### config.mk
export PLATFORM = sky130hd
export DESIGN_NAME = process_policy_table
export DESIGN_NICKNAME = d
export VERILOG_FILES = /design/src/hdl/ppt_pkg.sv /design/src/hdl/ppt_front.sv /design/src/hdl/ppt_queue.sv /design/src/hdl/ppt_engine.sv /design/src/hdl/process_policy_table.sv
export VERILOG_INCLUDE_DIRS = /design/src /design/src/hdl
export SDC_FILE = /design/constraint.sdc
export NUM_CORES = 1
export LEC_CHECK = 0
export ABC_AREA = 1
export BUFFER_PORTS_ARGS = -buffer_cell sky130_fd_sc_hd__buf_2
export CORE_MARGIN = 4
export CORE_UTILIZATION = 60
export CTS_CLUSTER_DIAMETER = 30
export DETAILED_ROUTE_END_ITERATION = 7
export PLACE_DENSITY_LB_ADDON = 0.12
export SLEW_MARGIN = 20
export SYNTH_ARGS = -nofsm -noshare
export SYNTH_HDL_FRONTEND = slang
export SYNTH_SLANG_ARGS = --single-unit
export TNS_END_PERCENT = 50
### constraint.sdc
create_clock -name clk -period 4.4 [get_ports clk]
set_clock_uncertainty 0.2 [all_clocks]
set_input_delay 0.88 -clock clk [delete_from_list [all_inputs] [get_ports clk]]
set_output_delay 0.88 -clock clk [all_outputs]
set_load 0.005 [all_outputs]
### src/hdl/process_policy_table_macros.svh
// Assertion macros for the process policy table.
// Included by process_policy_table.sv; no other dependencies.
`ifndef PROCESS_POLICY_TABLE_MACROS_SVH
`define PROCESS_POLICY_TABLE_MACROS_SVH
`ifndef SYNTHESIS
`define PPT_ASSERT_SAME(label, clk, rst_n, ante, cons) \
	label: assert property (@(posedge clk) disable iff (!rst_n) (ante) |-> (cons)) \
		else $error("process_policy_table: same-cycle check failed");
`define PPT_ASSERT_NEXT(label, clk, rst_n, ante, cons) \
	label: assert property (@(posedge clk) disable iff (!rst_n) (ante) |=> (cons)) \
		else $error("process_policy_table: next-cycle check failed");
`else
`define PPT_ASSERT_SAME(label, clk, rst_n, ante, cons)
`define PPT_ASSERT_NEXT(label, clk, rst_n, ante, cons)
`endif
`endif

### src/hdl/ppt_pkg.sv
// Shared types and constants for the process policy table.
// No dependencies; imported by every module of the block.
`default_nettype none
package ppt_pkg;

	localparam int CNT_W = 5;
	localparam int QUEUE_DEPTH = 2;
	localparam int QPTR_W = 1;
	localparam int QCNT_W = 2;

	typedef enum logic [1:0] {
		OP_CLASSIFY = 2'd0,
		OP_UPDATE   = 2'd1,
		OP_CLEAR    = 2'd2,
		OP_QUERY    = 2'd3
	} op_t;

	typedef enum logic [1:0] {
		ST_OK      = 2'd0,
		ST_INVALID = 2'd1,
		ST_NO_ROOM = 2'd2
	} status_t;

	typedef enum logic {
		CFG_VERSION  = 1'b0,
		CFG_CALLOUTS = 1'b1
	} cfg_idx_t;

	typedef struct packed {
		op_t         op;
		logic        reject;
		logic [31:0] key;
		logic [31:0] flags;
		logic [31:0] addr;
		logic [15:0] port;
	} job_t;

	typedef struct packed {
		logic full;
		logic empty;
	} qstat_t;

	typedef struct packed {
		logic             done;
		status_t          status;
		logic             block;
		logic [CNT_W-1:0] valid_count;
		logic [1:0]       callout_count;
		logic [31:0]      change_count;
		logic [31:0]      reported_version;
	} result_t;

endpackage
`default_nettype wire

### src/hdl/ppt_front.sv
// Front end: accepts items and classifies them into queue jobs.
// Depends on ppt_pkg.
`default_nettype none
module ppt_front
	import ppt_pkg::*;
(
	input  wire logic        start,
	input  wire qstat_t      qstat,
	input  wire logic [1:0]  operation,
	input  wire logic        pid_present,
	input  wire logic [31:0] process_id,
	input  wire logic [31:0] request_version,
	input  wire logic [31:0] policy_flags,
	input  wire logic [31:0] proxy_address,
	input  wire logic [15:0] proxy_port,
	input  wire logic [31:0] version,
	output logic             busy,
	output logic             push,
	output job_t             job
);

	op_t  op;
	logic bad_ver;
	logic zero_pid;

	always_comb begin
		op       = op_t'(operation);
		bad_ver  = (request_version != version);
		zero_pid = (process_id == 32'd0);
		busy     = qstat.full;
		push     = start && !qstat.full;
		job.op    = op;
		job.key   = (op == OP_CLASSIFY && !pid_present) ? 32'd0 : process_id;
		job.flags = policy_flags;
		job.addr  = proxy_address;
		job.port  = proxy_port;
		case (op)
			OP_UPDATE: job.reject = bad_ver || zero_pid || (proxy_port == 16'd0);
			OP_CLEAR:  job.reject = bad_ver || zero_pid;
			default:   job.reject = 1'b0;
		endcase
	end

endmodule
`default_nettype wire

### src/hdl/ppt_queue.sv
// Two-item job queue between the front end and the table engine.
// Depends on ppt_pkg.
`default_nettype none
module ppt_queue
	import ppt_pkg::*;
(
	input  wire logic clk,
	input  wire logic arst_n,
	input  wire logic push,
	input  wire job_t push_job,
	input  wire logic pop,
	output job_t      head,
	output qstat_t    qstat
);

	job_t              mem_q [QUEUE_DEPTH];
	logic [QPTR_W-1:0] wr_ptr_q;
	logic [QPTR_W-1:0] rd_ptr_q;
	logic [QCNT_W-1:0] count_q;

	always_comb begin
		qstat.full  = (count_q == QCNT_W'(QUEUE_DEPTH));
		qstat.empty = (count_q == '0);
		head        = mem_q[rd_ptr_q];
	end

	always_ff @(posedge clk) begin
		if (push) begin
			mem_q[wr_ptr_q] <= push_job;
		end
	end

	always_ff @(posedge clk or negedge arst_n) begin
		if (!arst_n) begin
			wr_ptr_q <= '0;
			rd_ptr_q <= '0;
			count_q  <= '0;
		end else begin
			if (push) begin
				wr_ptr_q <= wr_ptr_q + 1'b1;
			end
			if (pop) begin
				rd_ptr_q <= rd_ptr_q + 1'b1;
			end
			case ({push, pop})
				2'b10:   count_q <= count_q + 1'b1;
				2'b01:   count_q <= count_q - 1'b1;
				default: count_q <= count_q;
			endcase
		end
	end

endmodule
`default_nettype wire

### src/hdl/ppt_engine.sv
// Table engine: scans the entries one per cycle, applies the job, drives the result.
// Depends on ppt_pkg.
`default_nettype none
module ppt_engine
	import ppt_pkg::*;
#(
	parameter int TABLE_ENTRIES = 16
)(
	input  wire logic        clk,
	input  wire logic        arst_n,
	input  wire logic        job_valid,
	input  wire job_t        job,
	input  wire logic [31:0] version,
	input  wire logic [1:0]  callouts,
	output logic             pop,
	output result_t          res
);

	localparam int IDX_W = (TABLE_ENTRIES > 1) ? $clog2(TABLE_ENTRIES) : 1;

	typedef enum logic [1:0] {
		S_IDLE,
		S_SCAN,
		S_APPLY
	} state_t;

	state_t             state_q;
	job_t               job_q;
	logic [IDX_W-1:0]   idx_q;
	logic               hit_q;
	logic [IDX_W-1:0]   hit_idx_q;
	logic               free_q;
	logic [IDX_W-1:0]   free_idx_q;
	logic [TABLE_ENTRIES-1:0] valid_q;
	logic [CNT_W-1:0]   used_q;
	logic [31:0]        gen_q;

	logic [31:0]        pid_q   [TABLE_ENTRIES];
	logic [31:0]        flags_q [TABLE_ENTRIES];
	logic [31:0]        addr_q  [TABLE_ENTRIES];
	logic [15:0]        port_q  [TABLE_ENTRIES];

	logic               cur_match;
	logic               wr_en;
	logic [IDX_W-1:0]   wr_slot;
	result_t            apply_res;

	always_comb begin
		pop       = (state_q == S_IDLE) && job_valid;
		cur_match = valid_q[idx_q] && (pid_q[idx_q] == job_q.key);
		wr_en     = (state_q == S_APPLY) && !job_q.reject && (job_q.op == OP_UPDATE)
			&& (hit_q || free_q);
		wr_slot   = hit_q ? hit_idx_q : free_idx_q;
	end

	always_comb begin
		apply_res      = '0;
		apply_res.done = 1'b1;
		if (job_q.reject) begin
			apply_res.status = ST_INVALID;
		end else begin
			case (job_q.op)
				OP_CLASSIFY: apply_res.block = hit_q;
				OP_UPDATE: begin
					if (!(hit_q || free_q)) begin
						apply_res.status = ST_NO_ROOM;
					end
				end
				OP_CLEAR: apply_res.status = ST_OK;
				default: begin
					apply_res.valid_count      = used_q;
					apply_res.callout_count    = callouts;
					apply_res.change_count     = gen_q;
					apply_res.reported_version = version;
				end
			endcase
		end
	end

	always_ff @(posedge clk) begin
		if (wr_en) begin
			pid_q[wr_slot]   <= job_q.key;
			flags_q[wr_slot] <= job_q.flags;
			addr_q[wr_slot]  <= job_q.addr;
			port_q[wr_slot]  <= job_q.port;
		end
	end

	always_ff @(posedge clk or negedge arst_n) begin
		if (!arst_n) begin
			state_q    <= S_IDLE;
			job_q      <= '0;
			idx_q      <= '0;
			hit_q      <= 1'b0;
			hit_idx_q  <= '0;
			free_q     <= 1'b0;
			free_idx_q <= '0;
			valid_q    <= '0;
			used_q     <= '0;
			gen_q      <= '0;
			res        <= '0;
		end else begin
			case (state_q)
				S_IDLE: begin
					res.done <= 1'b0;
					if (job_valid) begin
						job_q  <= job;
						idx_q  <= '0;
						hit_q  <= 1'b0;
						free_q <= 1'b0;
						if (job.reject || job.op == OP_QUERY) begin
							state_q <= S_APPLY;
						end else begin
							state_q <= S_SCAN;
						end
					end
				end
				S_SCAN: begin
					res.done <= 1'b0;
					if (cur_match) begin
						hit_q     <= 1'b1;
						hit_idx_q <= idx_q;
						state_q   <= S_APPLY;
					end else begin
						if (!valid_q[idx_q] && !free_q) begin
							free_q     <= 1'b1;
							free_idx_q <= idx_q;
						end
						if (idx_q == IDX_W'(TABLE_ENTRIES - 1)) begin
							state_q <= S_APPLY;
						end else begin
							idx_q <= idx_q + 1'b1;
						end
					end
				end
				S_APPLY: begin
					state_q <= S_IDLE;
					res     <= apply_res;
					if (!job_q.reject) begin
						case (job_q.op)
							OP_UPDATE: begin
								if (hit_q || free_q) begin
									valid_q[wr_slot] <= 1'b1;
									if (!hit_q) begin
										used_q <= used_q + 1'b1;
									end
									gen_q <= gen_q + 32'd1;
								end
							end
							OP_CLEAR: begin
								if (hit_q) begin
									valid_q[hit_idx_q] <= 1'b0;
									used_q <= used_q - 1'b1;
									gen_q  <= gen_q + 32'd1;
								end
							end
							default: begin
							end
						endcase
					end
				end
				default: begin
					res.done <= 1'b0;
					state_q  <= S_IDLE;
				end
			endcase
		end
	end

endmodule
`default_nettype wire

### src/hdl/process_policy_table.sv
// Process policy table: entries keyed by process id; classify, update, clear, query.
// Query and rejected items skip the table scan; classify, update and clear scan the
// table first. The engine takes one item at a time; further items wait in the queue.
// Reset: all entries free, counters zero, protocol_version 1, registered_callouts 0.
// Results are a one-cycle strobe; the receiver cannot stall.
`default_nettype none
`include "process_policy_table_macros.svh"
module process_policy_table
	import ppt_pkg::*;
#(
	parameter int TABLE_ENTRIES = 16
)(
	input  wire logic        clk,
	input  wire logic        arst_n,
	input  wire logic        start,
	output logic             busy,
	input  wire logic [1:0]  operation,
	input  wire logic        pid_present,
	input  wire logic [31:0] process_id,
	input  wire logic [31:0] request_version,
	input  wire logic [31:0] policy_flags,
	input  wire logic [31:0] proxy_address,
	input  wire logic [15:0] proxy_port,
	input  wire logic        cfg_valid,
	output logic             cfg_ready,
	input  wire logic        cfg_index,
	input  wire logic [31:0] cfg_data,
	output logic             done,
	output logic [1:0]       status,
	output logic             block,
	output logic [4:0]       valid_count,
	output logic [1:0]       callout_count,
	output logic [31:0]      change_count,
	output logic [31:0]      reported_version
);

	logic [31:0] version_q;
	logic [1:0]  callouts_q;
	qstat_t      qstat;
	logic        push;
	logic        pop;
	job_t        push_job;
	job_t        head;
	result_t     res;

	assign cfg_ready = 1'b1;

	always_ff @(posedge clk or negedge arst_n) begin
		if (!arst_n) begin
			version_q  <= 32'd1;
			callouts_q <= 2'd0;
		end else if (cfg_valid && cfg_ready) begin
			case (cfg_idx_t'(cfg_index))
				CFG_VERSION:  version_q  <= cfg_data;
				CFG_CALLOUTS: callouts_q <= cfg_data[1:0];
				default:      version_q  <= version_q;
			endcase
		end
	end

	ppt_front u_front (
		.start           (start),
		.qstat           (qstat),
		.operation       (operation),
		.pid_present     (pid_present),
		.process_id      (process_id),
		.request_version (request_version),
		.policy_flags    (policy_flags),
		.proxy_address   (proxy_address),
		.proxy_port      (proxy_port),
		.version         (version_q),
		.busy            (busy),
		.push            (push),
		.job             (push_job)
	);

	ppt_queue u_queue (
		.clk      (clk),
		.arst_n   (arst_n),
		.push     (push),
		.push_job (push_job),
		.pop      (pop),
		.head     (head),
		.qstat    (qstat)
	);

	ppt_engine #(
		.TABLE_ENTRIES (TABLE_ENTRIES)
	) u_engine (
		.clk       (clk),
		.arst_n    (arst_n),
		.job_valid (!qstat.empty),
		.job       (head),
		.version   (version_q),
		.callouts  (callouts_q),
		.pop       (pop),
		.res       (res)
	);

	assign done             = res.done;
	assign status           = res.status;
	assign block            = res.block;
	assign valid_count      = res.valid_count;
	assign callout_count    = res.callout_count;
	assign change_count     = res.change_count;
	assign reported_version = res.reported_version;

	`PPT_ASSERT_NEXT(a_done_single, clk, arst_n, done, !done)
	`PPT_ASSERT_SAME(a_busy_has_work, clk, arst_n, busy, !qstat.empty)
	`PPT_ASSERT_SAME(a_block_is_ok, clk, arst_n, done && block, status == ST_OK && change_count == '0)

endmodule
`default_nettype wire

Word level (Yosys, flattened, before mapping) --
Memories as Yosys holds them, arrays and structs flattened. Index checks and enable logic that the tools add are counted.
Storage, ports and cells: memory bits (writable) 742, logic and storage cells 155, register bits after elaboration 217, memories kept 2
Memories:
- u_engine.pid_q | depth 16, width 32, rd ports 1, clocked after memory_dff 0, wr ports 1, RTL line ppt_engine.sv:38 | logic [31:0] pid_q [TABLE_ENTRIES];
- u_queue.mem_q | depth 2, width 115, rd ports 1, clocked after memory_dff 0, wr ports 1, RTL line ppt_queue.sv:16 | job_t mem_q [QUEUE_DEPTH];
Operators by class: equality and inequality tests 22, magnitude comparators 5, bitwise gates (word level) 7, $add $sub $neg 8, reductions and logical operators 41, muxes and demuxes 46
Operator list (count):
- 2-to-1 mux 32 bit | 3
- 2-to-1 mux 72 bit | 1
- 2-to-1 mux 71 bit | 1
- case mux 32 bit (2 select lines) | 1
- adder 32 x 1 -> 32 bit (second input constant) | 1
- equality test 32 bit | 1
- zero test 32 bit | 1
- 2-to-1 mux 16 bit | 2
- != test 32 bit | 1
- case mux 16 bit (2 select lines) | 1
- AND 16 bit | 1
- zero test 16 bit | 1
- 2-to-1 mux 4 bit | 4
- inverter 16 bit | 1
- bitwise OR 16 bit | 1
- less-than comparator 4 x 5 -> 1 bit (second input constant) | 3
- 2-to-1 mux 5 bit | 3
- 2-to-1 mux 2 bit | 7
- 2-to-1 mux 1 bit | 13
- equality test 2 bit (second input constant) | 6
- logical AND 1 bit | 10
- != test 2 bit (second input constant) | 5
- case mux 5 bit (2 select lines) | 1
- AND reduction 2 bit | 5
- other kinds (26) | 55

Longest topological paths before layout --
depth in word-level cells 8, mapped depth 21, depth with buffers taken out 19

By module --
A second synthesis with hierarchy kept.
Unflattened totals: cell total of the unflattened synthesis 3694, area total of the unflattened synthesis 40724.1 µm²
Modules (own cells, without submodules):
- ppt_engine | area an instance 28895.2 µm², times used 1, cells each 2615
- ppt_queue | area an instance 8847.2 µm², times used 1, cells each 624
- ppt_front | area an instance 1607.8 µm², times used 1, cells each 303
- process_policy_table | area an instance 1373.8 µm², times used 1, cells each 152

Worst setup path after synthesis --
Ideal clock, no wire load.
path type reg2reg, start register u_engine.hit_q, end memory u_engine.pid_q[0][0] (enable), clock period less this slack 4.096 ns, arrival 3.435 ns, path buffers 1, setup slack 0.304 ns, setup time 0.461 ns, stages on the path, launching flop included 7, cells stage by stage dfrtp_1 > clkbuf_1 > o21ai_0 > inv_1 > nor2_1 > inv_1 > nor3_1
On the way: longest elaborated chain between the ends 4, elaborated cells on any way between the ends 5
Ends and longest elaborated chain:
- start, declared | RTL line ppt_engine.sv:30 | logic hit_q;
- start signal, assigned | RTL line ppt_engine.sv:94 | hit_q <= 1'b0;
- start signal, assigned | RTL line ppt_engine.sv:109 | hit_q <= 1'b0;
- start signal, assigned | RTL line ppt_engine.sv:121 | hit_q <= 1'b1;
- logical OR 1 bit | RTL line ppt_engine.sv:52 | && (hit_q || free_q);
- logical AND 1 bit | RTL line ppt_engine.sv:52
- 2-to-1 mux 1 bit (2 in series)
- end, declared | RTL line ppt_engine.sv:38
Parallel ways exist; a longest one is shown, timed or not.

Worst setup path in the final report --
start register u_engine.idx_q[2], end register u_engine.idx_q[2]
On the way: longest elaborated chain between the ends 5, elaborated cells on any way between the ends 13
Ends and longest elaborated chain:
- start, declared | RTL line ppt_engine.sv:29 | logic [IDX_W-1:0] idx_q;
- start signal, assigned | RTL line ppt_engine.sv:132 | idx_q <= idx_q + 1'b1;
- memory read (16 x 32 bit) / binary-select mux 1 bit (select 4 bit) (equally long branches)
- equality test 32 bit / 2-to-1 mux 1 bit (equally long branches) | RTL line ppt_engine.sv:50 | cur_match = valid_q[idx_q] && (pid_q[idx_q] == job_q.key);
- logical AND 1 bit | RTL line ppt_engine.sv:50
- != test 2 bit (no line)
- AND reduction 4 bit (no line)
Parallel ways exist; a longest one is shown, timed or not. The select of a mux whose other input is x is not followed. A chain may end at the register's enable or synchronous reset.

==> flow_summary.ini <==
[clock_tree]
cts_setup_buffers = 0
cts_resized = 0
clockBufferDepth = 3
htreeDepth = 4
hold_buffers = 0
cts_made_buffers = 140
cts_tree = yes
path_clk_slew_ns = 0.05
cts_sinks = 799
clkLatencyLatePin_ns = 0.71
ctsRootBufferMaster = clkbuf_16

[place]
portBuffers = 195
preCtsSetupSlack_ns = 0.970
gp_congestion = 0.863
place_hpwl_mm = 49.1

[yosys]
synthFlopType = edfxtp_1
ys_ff_latch = 799
synth_edf_count = 582
synth_area_per_cell_um2 = 10.9
syn-num-nets = 3279
postSynthCellCount = 3081
ys_seq_area_share_pct = 68.1
synth_area_um2 = 33700
synthTopCellsByArea = edfxtp_1, dfrtp_1, nand2_1
async_flop_share_pct = 27.2
synth_largest_area_cell = edfxtp_1
synth_top_area_share_pct = 51.9
yosys_warnings = 0
ys_types = 43

[sta]
fin_crit_ns = 3.57
slew_headroom_pct = 27.8
max_freq_ghz = 0.280
setup_viol = 0
worst_slew_pin_slew_ns = 1.08
tns_ns = 0
fin_crit_sh_pct = 81.0
hold_viol_final = 2
setup_ws_ns = 0.835
slew_violations = 0
rsz0062_at_grt = no
hold_slack_ns = -0.00222

[finish]
nets = 3525
fill_cells = 3705
register_area_um2 = 22900
area_growth_pct = 20.6
antennaDiodeCount = 0
drive_above_1_share_pct = 16.3
multi_input_area_um2 = 9280

[critical_path]
path_class = flop to flop
cp.required_ns = 4.77
cpLargestDelayFamily = simple AND/OR/NAND/NOR gates
crit_path_end_kind = flop
cp-start-kind = flop
cp_slowest_cell = inv_2
cp_common_cell = nand2_1
crit_buf_inv = 2
critPathMaxStageDelay_ns = 0.50
crit_chain = nand2_2 -> inv_2 -> buf_12 -> nand2_1 -> a21oi_1 -> nor2_1 -> nand2_1 -> nand2_1 -> nand2_1 -> nand3_1 -> nor2_1 -> nand2_1 -> nor2_1 -> nand3_1 -> nand2_2 -> nand2_2 -> nand2_1 -> nand2_1
arrival_ns = 3.94
crit_fanout = 20

[routing]
finalWirelength_mm = 86.4
wire_per_inst_um = 20.6
vias = 24000
route.detailed.drc = 0
antenna_left = 0
drt_first_iter_violations = 2552
drt_pass1_iterations = 5
vias_per_cell = 5.72

[pwr]
total_power_mw = 26.4
p_per_area_nw_per_um2 = 649
leakagePower_nw = 16.9
peakVddDrop_v = 0.000432

[status]
violations = hold timing
status = complete, but fails checks

[floorplan]
die_area_um2 = 59900
die_h_um = 245
die_x_um = 245
start_util_pct = 60.9
core_area_um2 = 55300
io_pins = 261
placementRows = 86

[worst_hold_path]
hold_path.class = input port to async pin

[global_routing]
grt_usage_pct = 28.9
grt_pass1_wl_mm = 133
grt_max_degree = 101
grt-ovfl-total = 0
grt_pass1_vias = 23900
grt_antenna_before_repair = 0

[run]
drv_cap = 0
[metal layers]
metal / vias to the layer above / part of all wire (%) / global-route usage, %
met1: 11700 / 39 / 37.4
met4: 0 / 3.1 / 10.5
li1: 11000 / - / -
met2: 1012 / 49 / 47.9
met5: - / 0 / 0
met3: 186 / 8.7 / 7.40
[area by class of cell]
class,count,area share (%)
Clock buffer,173,9.45
Clock inverter,83,2.65
Inverter,230,2.14
Multi-Input combinational cell,1897,22.9
Sequential cell,799,56.5
Tap cell,748,2.31
Timing Repair Buffer,259,4.14
[cell families after synthesis]
group                      Yosys count  share of synthesized area, %
AOI/OAI and AO/OA                  294                          5.85
muxes                               25                         0.836
other                                1                        0.0111
DFF                                799                          68.1
buffers and inverters              385                          4.74
xor gates and xnor gates            65                          1.69
adders and majority gates           14                         0.543
and+or+nand+nor                   1498                          18.3
[sequential cells by signal, summed over array words and instances (netlist names)]
signal and flops:
callouts_q 2, u_engine.free_idx_q 4, u_engine.free_q 1, u_engine.gen_q 32, u_engine.hit_idx_q 4, u_engine.hit_q 1, u_engine.idx_q 4, u_engine.job_q 35
u_engine.pid_q 512, u_engine.res 75, u_engine.state_q 2, u_engine.used_q 5, u_engine.valid_q 16, u_queue.count_q 2, u_queue.mem_q 70, u_queue.rd_ptr_q 1
u_queue.wr_ptr_q 1, version_q 32
[cell usage in the layout (no fill, tap or decap), drive strengths merged, types with 56 or more instances in the layout]
| master | Yosys | layout |
|---|---|---|
| a32o | 72 | 72 |
| o21ai | 99 | 99 |
| nor2 | 334 | 334 |
| dfrtp | 216 | 216 |
| nand3 | 210 | 210 |
| clkbuf | 67 | 173 |
| a21oi | 56 | 56 |
| inv | 228 | 235 |
| nand2 | 858 | 858 |
| edfxtp | 582 | 582 |
| buf | 88 | 259 |
[cell usage after synthesis (17+ instances only)]
library cell,instances
a31oi_1,33
dfrtp_1,216
clkbuf_1,67
nor3_1,33
nor2_1,329
inv_1,220
a32o_1,72
o211ai_1,21
mux2_2,25
xnor2_1,26
nand2_1,854
edfxtp_1,582
o21ai_0,99
nand3_1,210
buf_4,17
xor2_1,39
nand4_1,18
nor4_1,23
buf_2,58
a21oi_1,56
[worst paths after layout]
kind                       cells after the start                   start  slack (ns)                      to
setup reg to reg                              18       u_engine.idx_q[2]        0.83       u_engine.idx_q[2]
min in group clk                               2            cfg_data[12]        0.21           version_q[12]
hold reg to reg                                2  u_engine.free_idx_q[1]        0.28  u_engine.free_idx_q[1]
hold / removal                                 1                  arst_n      -0.002           version_q[22]
setup / recovery                              18       u_engine.idx_q[2]        0.83       u_engine.idx_q[2]
max in group asynchronous                      2                  arst_n        2.87        u_engine.res[19]
[report_power, final]
part	internal, mW	switching (mW)	leakage [nW]
sequential	9.45	0.953	8.05
clock	7.47	3.64	2.37
combinational	1.49	3.35	6.47
[stage by stage]
| stage | instance area, um^2 | std cells | util [%] |
|---|---|---|---|
| floorplan | 33700 | 3081 | - |
| global placement | 35700 | 3933 | 64.5 |
| detailed placement | 35700 | 3933 | 64.5 |
| CTS | 40600 | 4189 | 73.4 |
| global route | 40600 | 4189 | 73.4 |
| finish | 40600 | 4189 | 73.4 |
Note: power is estimated with default switching activity, not from simulation.
